$ cat src/sv/tmenc_pkg.sv
package tmenc_pkg;

    localparam int MAX_PENDING = 15;
    localparam int PEND_W      = 4;
    localparam int CODE_LEN_W  = 3;
    localparam int CODE_BITS_W = 5;
    localparam int NUM_CODES   = 36;
    localparam int FIFO_DEPTH  = 2;
    localparam int FIFO_PTR_W  = 1;
    localparam int FIFO_CNT_W  = 2;

    typedef enum logic [2:0] {
        SYM_DOT   = 3'd0,
        SYM_DASH  = 3'd1,
        SYM_SLASH = 3'd2,
        SYM_GAP   = 3'd3,
        SYM_END   = 3'd4
    } sym_t;

    // One queued job: held space pairs, joining gap, code, end marker.
    typedef struct packed {
        logic [PEND_W-1:0]      pairs;
        logic                   gap;
        logic [CODE_LEN_W-1:0]  len;
        logic [CODE_BITS_W-1:0] bits;
        logic                   eop;
    } job_t;

    typedef struct packed {
        logic [CODE_LEN_W-1:0]  len;
        logic [CODE_BITS_W-1:0] bits;
    } code_t;

    // {length, elements left-aligned, first element in bit 4, dash = 1}
    localparam code_t CODE_ROM [NUM_CODES] = '{
        '{3'd2, 5'b01000}, '{3'd4, 5'b10000}, '{3'd4, 5'b10100}, '{3'd3, 5'b10000},
        '{3'd1, 5'b00000}, '{3'd4, 5'b00100}, '{3'd3, 5'b11000}, '{3'd4, 5'b00000},
        '{3'd2, 5'b00000}, '{3'd4, 5'b01110}, '{3'd3, 5'b10100}, '{3'd4, 5'b01000},
        '{3'd2, 5'b11000}, '{3'd2, 5'b10000}, '{3'd3, 5'b11100}, '{3'd4, 5'b01100},
        '{3'd4, 5'b11010}, '{3'd3, 5'b01000}, '{3'd3, 5'b00000}, '{3'd1, 5'b10000},
        '{3'd3, 5'b00100}, '{3'd4, 5'b00010}, '{3'd3, 5'b01100}, '{3'd4, 5'b10010},
        '{3'd4, 5'b10110}, '{3'd4, 5'b11000},
        '{3'd5, 5'b11111}, '{3'd5, 5'b01111}, '{3'd5, 5'b00111}, '{3'd5, 5'b00011},
        '{3'd5, 5'b00001}, '{3'd5, 5'b00000}, '{3'd5, 5'b10000}, '{3'd5, 5'b11000},
        '{3'd5, 5'b11100}, '{3'd5, 5'b11110}
    };

    localparam logic [7:0] CHAR_SPACE = 8'd32;

    // Letters of either case and digits; anything else gives length 0.
    function automatic code_t code_lookup(input logic [7:0] c);
        logic [7:0] lc;
        code_t      r;
        lc = c;
        r  = '0;
        if (c inside {[8'd65:8'd90]}) begin
            lc = c + 8'd32;
        end
        if (lc inside {[8'd97:8'd122]}) begin
            r = CODE_ROM[6'(lc - 8'd97)];
        end else if (lc inside {[8'd48:8'd57]}) begin
            r = CODE_ROM[6'(lc - 8'd48) + 6'd26];
        end
        return r;
    endfunction

endpackage

$ cat src/sv/text_to_morse_encoder_core.sv
// Channel   Direction  Ports                                    Content
// s_        in         s_valid s_ready s_char_code s_end_of_phrase   one ASCII byte
// m_        out        m_valid m_ready m_symbol m_last          one Morse symbol
//
// The front takes one byte a cycle while the two-entry job queue has room.
// The back loads a job only when idle, then emits one symbol a cycle unless
// m_ready stalls it: a byte gives 2*held_spaces + gap + code length + end marker
// symbols; a held space pushes no job unless it ends the phrase.
// Reset (aresetn low, synchronous) empties the queue and clears phrase state.
// Either side stalls on its own; the output register holds a valid symbol while m_ready is low.
module text_to_morse_encoder_core (
    input  logic       aclk,
    input  logic       aresetn,
    input  logic       s_valid,
    output logic       s_ready,
    input  logic [7:0] s_char_code,
    input  logic       s_end_of_phrase,
    output logic       m_valid,
    input  logic       m_ready,
    output logic [2:0] m_symbol,
    output logic       m_last
);

    logic            q_full, q_push, q_pop, q_valid;
    tmenc_pkg::job_t push_job, pop_job;

    tmenc_front u_front (
        .aclk            (aclk),
        .aresetn         (aresetn),
        .s_valid         (s_valid),
        .s_ready         (s_ready),
        .s_char_code     (s_char_code),
        .s_end_of_phrase (s_end_of_phrase),
        .q_full          (q_full),
        .q_push          (q_push),
        .q_job           (push_job)
    );

    tmenc_fifo u_fifo (
        .aclk      (aclk),
        .aresetn   (aresetn),
        .push      (q_push),
        .push_job  (push_job),
        .full      (q_full),
        .pop       (q_pop),
        .pop_valid (q_valid),
        .pop_job   (pop_job)
    );

    tmenc_back u_back (
        .aclk     (aclk),
        .aresetn  (aresetn),
        .q_valid  (q_valid),
        .q_job    (pop_job),
        .q_pop    (q_pop),
        .m_valid  (m_valid),
        .m_ready  (m_ready),
        .m_symbol (m_symbol),
        .m_last   (m_last)
    );

endmodule

$ cat src/sv/tmenc_front.sv
module tmenc_front (
    input  logic               aclk,
    input  logic               aresetn,
    input  logic               s_valid,
    output logic               s_ready,
    input  logic [7:0]         s_char_code,
    input  logic               s_end_of_phrase,
    input  logic               q_full,
    output logic               q_push,
    output tmenc_pkg::job_t    q_job
);

    logic                          started_reg, started_next;
    logic [tmenc_pkg::PEND_W-1:0]  pend_reg, pend_next;
    tmenc_pkg::code_t              code;
    logic                          accept;
    logic                          is_space;

    assign s_ready  = !q_full;
    assign accept   = s_valid && s_ready;
    assign is_space = (s_char_code == tmenc_pkg::CHAR_SPACE);
    assign code     = tmenc_pkg::code_lookup(s_char_code);

    always_comb begin
        started_next = started_reg;
        pend_next    = pend_reg;
        q_job        = '0;
        q_job.eop    = s_end_of_phrase;
        q_push       = 1'b0;
        if (accept) begin
            if (is_space) begin
                if (started_reg && pend_reg != tmenc_pkg::PEND_W'(tmenc_pkg::MAX_PENDING)) begin
                    pend_next = pend_reg + 1'b1;
                end
                q_push = s_end_of_phrase;
            end else begin
                q_job.pairs  = started_reg ? pend_reg : '0;
                q_job.gap    = started_reg;
                q_job.len    = code.len;
                q_job.bits   = code.bits;
                pend_next    = '0;
                started_next = 1'b1;
                q_push       = started_reg || (code.len != '0) || s_end_of_phrase;
            end
            if (s_end_of_phrase) begin
                started_next = 1'b0;
                pend_next    = '0;
            end
        end
    end

    always_ff @(posedge aclk) begin
        if (!aresetn) begin
            started_reg <= 1'b0;
            pend_reg    <= '0;
        end else begin
            started_reg <= started_next;
            pend_reg    <= pend_next;
        end
    end

endmodule

$ cat src/sv/tmenc_fifo.sv
module tmenc_fifo (
    input  logic            aclk,
    input  logic            aresetn,
    input  logic            push,
    input  tmenc_pkg::job_t push_job,
    output logic            full,
    input  logic            pop,
    output logic            pop_valid,
    output tmenc_pkg::job_t pop_job
);

    tmenc_pkg::job_t                  mem_reg [tmenc_pkg::FIFO_DEPTH];
    logic [tmenc_pkg::FIFO_PTR_W-1:0] wr_ptr_reg, wr_ptr_next;
    logic [tmenc_pkg::FIFO_PTR_W-1:0] rd_ptr_reg, rd_ptr_next;
    logic [tmenc_pkg::FIFO_CNT_W-1:0] count_reg, count_next;
    logic                             do_push, do_pop;

    assign full      = (count_reg == tmenc_pkg::FIFO_CNT_W'(tmenc_pkg::FIFO_DEPTH));
    assign pop_valid = (count_reg != '0);
    assign pop_job   = mem_reg[rd_ptr_reg];
    assign do_push   = push && !full;
    assign do_pop    = pop && pop_valid;

    always_comb begin
        wr_ptr_next = do_push ? wr_ptr_reg + 1'b1 : wr_ptr_reg;
        rd_ptr_next = do_pop  ? rd_ptr_reg + 1'b1 : rd_ptr_reg;
        count_next  = count_reg;
        if (do_push && !do_pop) begin
            count_next = count_reg + 1'b1;
        end else if (!do_push && do_pop) begin
            count_next = count_reg - 1'b1;
        end
    end

    always_ff @(posedge aclk) begin
        if (do_push) begin
            mem_reg[wr_ptr_reg] <= push_job;
        end
    end

    always_ff @(posedge aclk) begin
        if (!aresetn) begin
            wr_ptr_reg <= '0;
            rd_ptr_reg <= '0;
            count_reg  <= '0;
        end else begin
            wr_ptr_reg <= wr_ptr_next;
            rd_ptr_reg <= rd_ptr_next;
            count_reg  <= count_next;
        end
    end

endmodule

$ cat src/sv/tmenc_back.sv
module tmenc_back (
    input  logic            aclk,
    input  logic            aresetn,
    input  logic            q_valid,
    input  tmenc_pkg::job_t q_job,
    output logic            q_pop,
    output logic            m_valid,
    input  logic            m_ready,
    output logic [2:0]      m_symbol,
    output logic            m_last
);

    logic                              busy_reg, busy_next;
    logic [tmenc_pkg::PEND_W-1:0]      pairs_reg, pairs_next;
    logic                              half_reg, half_next;
    logic                              gap_reg, gap_next;
    logic [tmenc_pkg::CODE_LEN_W-1:0]  len_reg, len_next;
    logic [tmenc_pkg::CODE_BITS_W-1:0] bits_reg, bits_next;
    logic                              eop_reg, eop_next;
    logic                              m_valid_reg, m_valid_next;
    tmenc_pkg::sym_t                   m_symbol_reg, m_symbol_next;
    logic                              m_last_reg, m_last_next;
    logic                              adv, more;

    assign q_pop    = !busy_reg && q_valid;
    assign adv      = busy_reg && (!m_valid_reg || m_ready);
    assign m_valid  = m_valid_reg;
    assign m_symbol = m_symbol_reg;
    assign m_last   = m_last_reg;

    always_comb begin
        busy_next     = busy_reg;
        pairs_next    = pairs_reg;
        half_next     = half_reg;
        gap_next      = gap_reg;
        len_next      = len_reg;
        bits_next     = bits_reg;
        eop_next      = eop_reg;
        m_valid_next  = m_valid_reg && !m_ready;
        m_symbol_next = m_symbol_reg;
        m_last_next   = m_last_reg;
        more          = 1'b0;
        if (q_pop) begin
            busy_next  = 1'b1;
            pairs_next = q_job.pairs;
            half_next  = 1'b0;
            gap_next   = q_job.gap;
            len_next   = q_job.len;
            bits_next  = q_job.bits;
            eop_next   = q_job.eop;
        end
        if (adv) begin
            if (pairs_reg != '0) begin
                if (half_reg) begin
                    m_symbol_next = tmenc_pkg::SYM_SLASH;
                    pairs_next    = pairs_reg - 1'b1;
                    half_next     = 1'b0;
                end else begin
                    m_symbol_next = tmenc_pkg::SYM_GAP;
                    half_next     = 1'b1;
                end
            end else if (gap_reg) begin
                m_symbol_next = tmenc_pkg::SYM_GAP;
                gap_next      = 1'b0;
            end else if (len_reg != '0) begin
                m_symbol_next = bits_reg[tmenc_pkg::CODE_BITS_W-1] ? tmenc_pkg::SYM_DASH
                                                                   : tmenc_pkg::SYM_DOT;
                bits_next     = {bits_reg[tmenc_pkg::CODE_BITS_W-2:0], 1'b0};
                len_next      = len_reg - 1'b1;
            end else begin
                m_symbol_next = tmenc_pkg::SYM_END;
                eop_next      = 1'b0;
            end
            more         = (pairs_next != '0) || gap_next || (len_next != '0) || eop_next;
            m_valid_next = 1'b1;
            m_last_next  = !more;
            busy_next    = more;
        end
    end

    always_ff @(posedge aclk) begin
        pairs_reg    <= pairs_next;
        half_reg     <= half_next;
        gap_reg      <= gap_next;
        len_reg      <= len_next;
        bits_reg     <= bits_next;
        eop_reg      <= eop_next;
        m_symbol_reg <= m_symbol_next;
        m_last_reg   <= m_last_next;
    end

    always_ff @(posedge aclk) begin
        if (!aresetn) begin
            busy_reg    <= 1'b0;
            m_valid_reg <= 1'b0;
        end else begin
            busy_reg    <= busy_next;
            m_valid_reg <= m_valid_next;
        end
    end

endmodule

$ cat config.mk
export PLATFORM = sky130hd
export DESIGN_NAME = text_to_morse_encoder_core
export DESIGN_NICKNAME = d
export VERILOG_FILES = /design/src/sv/tmenc_pkg.sv /design/src/sv/text_to_morse_encoder_core.sv /design/src/sv/tmenc_front.sv /design/src/sv/tmenc_fifo.sv /design/src/sv/tmenc_back.sv
export SDC_FILE = /design/constraint.sdc
export NUM_CORES = 1
export LEC_CHECK = 0
export BUFFER_PORTS_ARGS = -buffer_cell sky130_fd_sc_hd__buf_4
export CORE_UTILIZATION = 45
export DETAILED_ROUTE_END_ITERATION = 10
export SKIP_LAST_GASP = 1
export SLEW_MARGIN = 20
export SYNTH_ARGS = -nofsm -noshare
export SYNTH_HDL_FRONTEND = slang
export SYNTH_SLANG_ARGS = --single-unit
$ cat constraint.sdc
create_clock -name aclk -period 3.9 [get_ports aclk]
set_input_delay 0.195 -clock aclk [delete_from_list [all_inputs] [get_ports aclk]]
set_output_delay 0.195 -clock aclk [all_outputs]
set_load 0.05 [all_outputs]
== After elaboration in Yosys (flattened, before gate mapping) ==
Memories as Yosys holds them, arrays and structs flattened. A register that Yosys moved wholly into a read port is not among the register bits.
Index checks and enable logic that the tools add are counted.
Operators by class
  reductions and logical operators: 35
  equality and inequality tests: 5
  add/subtract/negate cells: 11
  $lt $le $gt $ge: 8
  bitwise operators: 2
  multiplexer cells: 62
Operators by type and width (count)
  $mux 8: 7
  $mux 4: 9
  $mux 1: 28
  $mux 3: 9
  $mux 13: 2
  $mux 5: 5
  $ge 8x7->1 const B: 2
  $le 8x7->1 const B: 2
  $ge 7x7->1 const B: 2
  $not 6->7: 2
  $logic_and 1x1->1: 12
  $sub 6x6->6 const B: 2
  $reduce_bool 3->1: 3
  $add 8x6->8 const B: 1
  $eq 8x6->1 const B: 1
  $ge 8x6->1 const B: 1
  $le 8x6->1 const B: 1
  $reduce_bool 4->1: 2
  $logic_not 1->1: 7
  $add 6x5->6 const B: 1
  $logic_or 1x1->1: 6
  $reduce_bool 2->1: 3
  $add 4x1->4 const B: 1
  $mux 2: 2
  other kinds (10): 12
Storage, ports and cells
  memories kept: 3
  bits of input ports: 13
  output and inout port bits: 6
  logic and storage cells: 141
  bits in read-only memories: 1024
  bits in writable memories: 28
  register bits after elaboration: 30
Memories
  (name not given): depth 64, bits a word 8, rd ports 1, clocked after Yosys merged registers in 0, wr ports 0, line tmenc_pkg.sv:60  | r = CODE_ROM[6'(lc - 8'd97)];
  (name not given): depth 64, bits a word 8, rd ports 1, clocked after Yosys merged registers in 0, wr ports 0, line tmenc_pkg.sv:62  | r = CODE_ROM[6'(lc - 8'd48) + 6'd26];
  u_fifo.mem_reg: depth 2, bits a word 14, rd ports 1, clocked after Yosys merged registers in 1, wr ports 1, line tmenc_fifo.sv:12  | tmenc_pkg::job_t mem_reg [tmenc_pkg::FIFO_DEPTH];

== Logic depth before layout (Yosys ltp) ==
  depth in word-level cells: 21
  gate-level depth with buffers: 17

== Cells and area by module ==
From an unflattened synthesis, not the netlist that was laid out.
Unflattened totals
  cell total of the unflattened synthesis: 458
  area total of the unflattened synthesis: 4207.8 um^2
By module, submodules not included
  tmenc_front: cells each 260, sequential area each 100.1 um^2, area an instance 1843.0 um^2, times used 1
  tmenc_fifo: cells each 68, sequential area each 940.9 um^2, area an instance 1239.9 um^2, times used 1
  tmenc_back: cells each 130, sequential area each 460.4 um^2, area an instance 1124.8 um^2, times used 1

== Worst setup path before layout ==
No wires, ideal clock.
  path type: input to register
  start point: input port s_char_code[0]
  end point: register u_fifo.count_reg[1] in the netlist's numbering
  buffers on the path: 2
  stages on the path: 15
  arrival time: 3.420 ns
  setup time: 0.076 ns
  setup slack: 0.404 ns
  cell sequence: clkbuf_1 > clkinv_1 > ha_1 > inv_1 > ha_1 > clkbuf_1 > nand2b_1 > mux2i_1 > mux2i_1 > o31a_1 > o41ai_2 > inv_1 > ha_1 > or3_1 > a21boi_0
On the way
  word-level cells in the longest chain between the ends: 20
Ends and longest elaborated chain
  from (decl): line text_to_morse_encoder_core.sv:16  | input logic [7:0] s_char_code,
  $ge 8x7->1 / $le 8x7->1 (equally long branches): line tmenc_pkg.sv:56  | if (c inside {[8'd65:8'd90]}) begin
  $logic_and 1x1->1: line tmenc_pkg.sv:56
  $mux 8: line tmenc_pkg.sv:56
  $sub 6x6->6: line tmenc_pkg.sv:62
  $add 6x5->6: line tmenc_pkg.sv:62
  $not 6->7 (implied by the code): line tmenc_pkg.sv:62
  $mem_v2 64x8
  $mux 8 (implied by the code) (2 in a row): line tmenc_pkg.sv:62
  [... 3 more ...]
  $logic_or 1x1->1 (2 in a row): line tmenc_front.sv:43  | q_push = started_reg || (code.len != '0) || s_end_of_phrase;
  $mux 1 (*): line tmenc_front.sv:31  | if (is_space) begin
  $mux 1 (*): line tmenc_front.sv:30  | if (accept) begin
  $logic_and 1x1->1 (*): line tmenc_fifo.sv:21  | assign do_push = push && !full;
  net u_fifo.do_push: line tmenc_fifo.sv:16  | logic do_push, do_pop;
  $logic_not 1->1: line tmenc_fifo.sv:30  | end else if (!do_push && do_pop) begin
  $logic_and 1x1->1: line tmenc_fifo.sv:30
  $reduce_bool 2->1 (no line)
  to (signal assigned): line tmenc_fifo.sv:49  | count_reg <= count_next;
  to (decl): line tmenc_fifo.sv:15  | logic [tmenc_pkg::FIFO_CNT_W-1:0] count_reg, count_next;
Mark *: on every way through the listed nets, which the timed path passes. The rest lies on a longest branch. The select of a mux whose other input is x is not followed.
A chain may end at the register's enable or synchronous reset.

== Worst setup path after layout ==
  start point: input port s_char_code[2]
  end point: register u_fifo.count_reg[1] in the netlist's numbering
Same word-level chain as after synthesis.

==> metrics.md <==
| Metric | Value |
|---|---|
| Status | completed |
| Setup TNS | 0 ns |
| Post-route ant nets | 0 |
| Die W | just under 100 um |
| TritonCTS Buffers | 9 |
| Seq/Total Area, Yosys | 0.358 |
| RR Startpoint | u_back.pairs_reg[0] |
| Nets | 531 |
| Crit end category | register |
| Clk sinks | 59 |
| Drc violations | 0 |
| Tot Pwr | around 2500 uW |
| Hold EP | u_fifo.mem_reg[1][0] |
| Routed vias/inst | 5.77 |
| Share of flip-flops with an asynchronous set or reset | 0 |
| Initial core utilization | 0.474 |
| Congestion Overflow GR | 0 |
| CP Class | primary input to register |
| Reg clk slew, reported paths | approximately 0.060 ns |
| Delay-heaviest family, CP | compound AO/OA/AOI/OAI gates |
| Final min period | ~3.4 ns |
| WP data arrival | 3.62 ns |
| HP Class | primary input to register |
| Slew @ Worst Pin | between 0.8 and 0.9 ns |
| Postcts setup bufs | 0 |
| Most frequent cells in the layout | 46 x buf_4, 43 x nor2_1, 41 x nand2_1 |
| Post-synth cell types | 65 |
| Post-cts hold buffer count | 0 |
| Number of max-cap violations | 0 |
| Fill cells | 827 |
| CTS Buffer Depth | 2 |
| Mean Syn Cell Area | 8.92 um^2 |
| Main synth FF type | edfxtp_1 |
| Share of the synthesized area in the top cell type | 0.229 |
| N_diodes | 0 |
| Worst path bufs/invs | 4 |
| Crit Reg-Reg Endpoint | u_back.busy_reg |
| Critical-path cell list | buf_4 > inv_1 > ha_1 > a21boi_1 > xor2_1 > buf_4 > o311ai_0 > o211ai_1 > o31a_1 > o41ai_2 > inv_1 > ha_1 > or3_1 > a21boi_0 |
| Floorplan row count | 34 |
| VDD IR max | between 200 and 250 uV |
| CP required | 4.14 ns |
| Antenna violations before repair | 0 |
| Largest net degree at the start of global routing | 21 |
| Startpoint Class | primary input |
| Vias in the first global route | 3401 |
| DP Wirelength | between 7 and 8 mm |
| GPL Wtd Cong | 0.922 |
| First-pass GRT wire length | 16.4 mm |
| Gate Count Post-Synth | 470 |
| Crit-path max cell delay | 0.45 ns |
| Routed vias | approximately 3500 |
| Slew Viols, Final | 0 |
| Hold Slack | approximately 0.11 ns |
| RSZ-0062 raised after global routing | false |
| Post-cts resize count | 0 |
| Max FO, Critical Path | 18 |
| Net count after synthesis | 502 |
| Max Fclk | between 0.2 and 0.3 GHz |
| Post-Syn Area | 4190 um^2 |
| Area Overhead vs Synth | 12.7% |
| Largest cells by area after synthesis | edfxtp_1 23%, dfxtp_1 13%, mux2i_1 7.2% |
| R2R setup slack | 1.45 ns |
| Root Driver | clkbuf_8 |
| Max reg flops | 28 |
| TritonCTS clock tree | yes |
| Power Density | approximately 540 nW/um^2 |
| DRT iter0 DRCs | 140 |
| Commonest non-fill, non-tap cell in the layout | buf_4 |
| H-tree depth | 3 |
| YS warnings | 0 |
| Detailed Route WL | between 9 and 10 mm |
| GRT Overall Usage | 0.210 |
| Final setup viols | 0 |
| Final hold violations | 0 |
| DRT Pass-1 Iters | 4 |
| Hold Crit Depth | 1 |
| Static Leak | ~0.0018 uW |
| WL/cell | 16.0 um |
| DIE HEIGHT | 98.5 um |
| Worst R2R Path Depth | 10 |
| Ratio of cells with drive above 1 in the final layout | 0.163 |
| Yosys reg bits | between 50 and 60 |
| Post-synth EDFFs | 32 |
| Die Area | 9700 um^2 |
| Clock Skews | 0.00854 ns |
| Core Box Area | 8850 um^2 |
| PortBufs | 18 |
| I/O pin cnt | 19 |
| Yosys top cell by area | edfxtp_1 |
| Final worst-path cycle share | 0.866 |
| Slowest-stage cell, CP | o41ai_2 |
| Max-slew headroom | 0.462 |
| Worst skew pair latency | 0.33 ns |
| Worst hold start | s_end_of_phrase |
[cells in the mapped netlist (all sizes together) (4+ instances only)]
library cell and instances:
nor2b 5, a31oi 4, inv 16, a21oi 31, a211oi 4, nand2 41, mux2i 30, a22oi 4
o311ai 4, mux2 10, or3 8, nor3 6, edfxtp 32, nand2b 6, ha 19, nand3 11
dfxtp 27, xor2 10, nor2 44, xnor2 11, buf 7, clkbuf 21, nor3b 4, a32oi 5
and2 12, o31ai 5, o211ai 13, o21ai 26, a21boi 5, o22ai 4, and3 6
[logic make-up (layout without fill, tap and decap cells)]
kind of cell | count (synthesis) | in the layout | share of synthesized area
fa+ha+maj | 19 | 19 | 0.0567
buf+inv | 47 | 81 | 0.0457
compound gates | 127 | 127 | 0.207
mux | 40 | 40 | 0.0985
flops | 59 | 59 | 0.358
simple gates | 157 | 157 | 0.190
xor+xnor | 21 | 21 | 0.0439
[where the power goes]
group	switching [uW]	internal, uW
logic	605	464
registers	148	836
clock network	214	264
[metal layers]
layer  GRT usage  part of all wire
met1       0.261              0.45
met5           0                 0
met4      0.0804             0.020
met3      0.0447             0.047
met2       0.358              0.48
[area by class of cell]
cell class                      instances  area (um^2)  share of cell area
Tap cell                              108          135              0.0286
Clock buffer                           14          163              0.0344
Timing Repair Buffer                   46          345              0.0731
Sequential cell                        59         1500               0.318
Multi-Input combinational cell        364         2500               0.529
Clock inverter                          2         10.0             0.00212
Inverter                               19         71.3              0.0151
[worst max path at each step]
stage,start,end,cells past startpoint
after floorplan,s_char_code[0],u_fifo.count_reg[1],15
after CTS,s_char_code[2],u_fifo.count_reg[1],14
after global placement,s_char_code[1],u_fifo.count_reg[1],15
after detailed placement,s_char_code[2],u_fifo.count_reg[1],14
final,s_char_code[2],u_fifo.count_reg[1],14
after global routing,s_char_code[2],u_fifo.count_reg[1],15
[stage by stage]
stage | cells | instance area, um^2 | worst slack, ns | util
floorplan | 470 | 4190 | 0.404 | -
global placement | 596 | 4550 | 0.313 | 0.514
detailed placement | 596 | 4550 | 0.215 | 0.514
CTS | 612 | 4720 | 0.527 | 0.534
global route | 612 | 4720 | 0.275 | 0.534
finish | 612 | 4720 | 0.524 | 0.534
(Power assumes the default switching activity.)
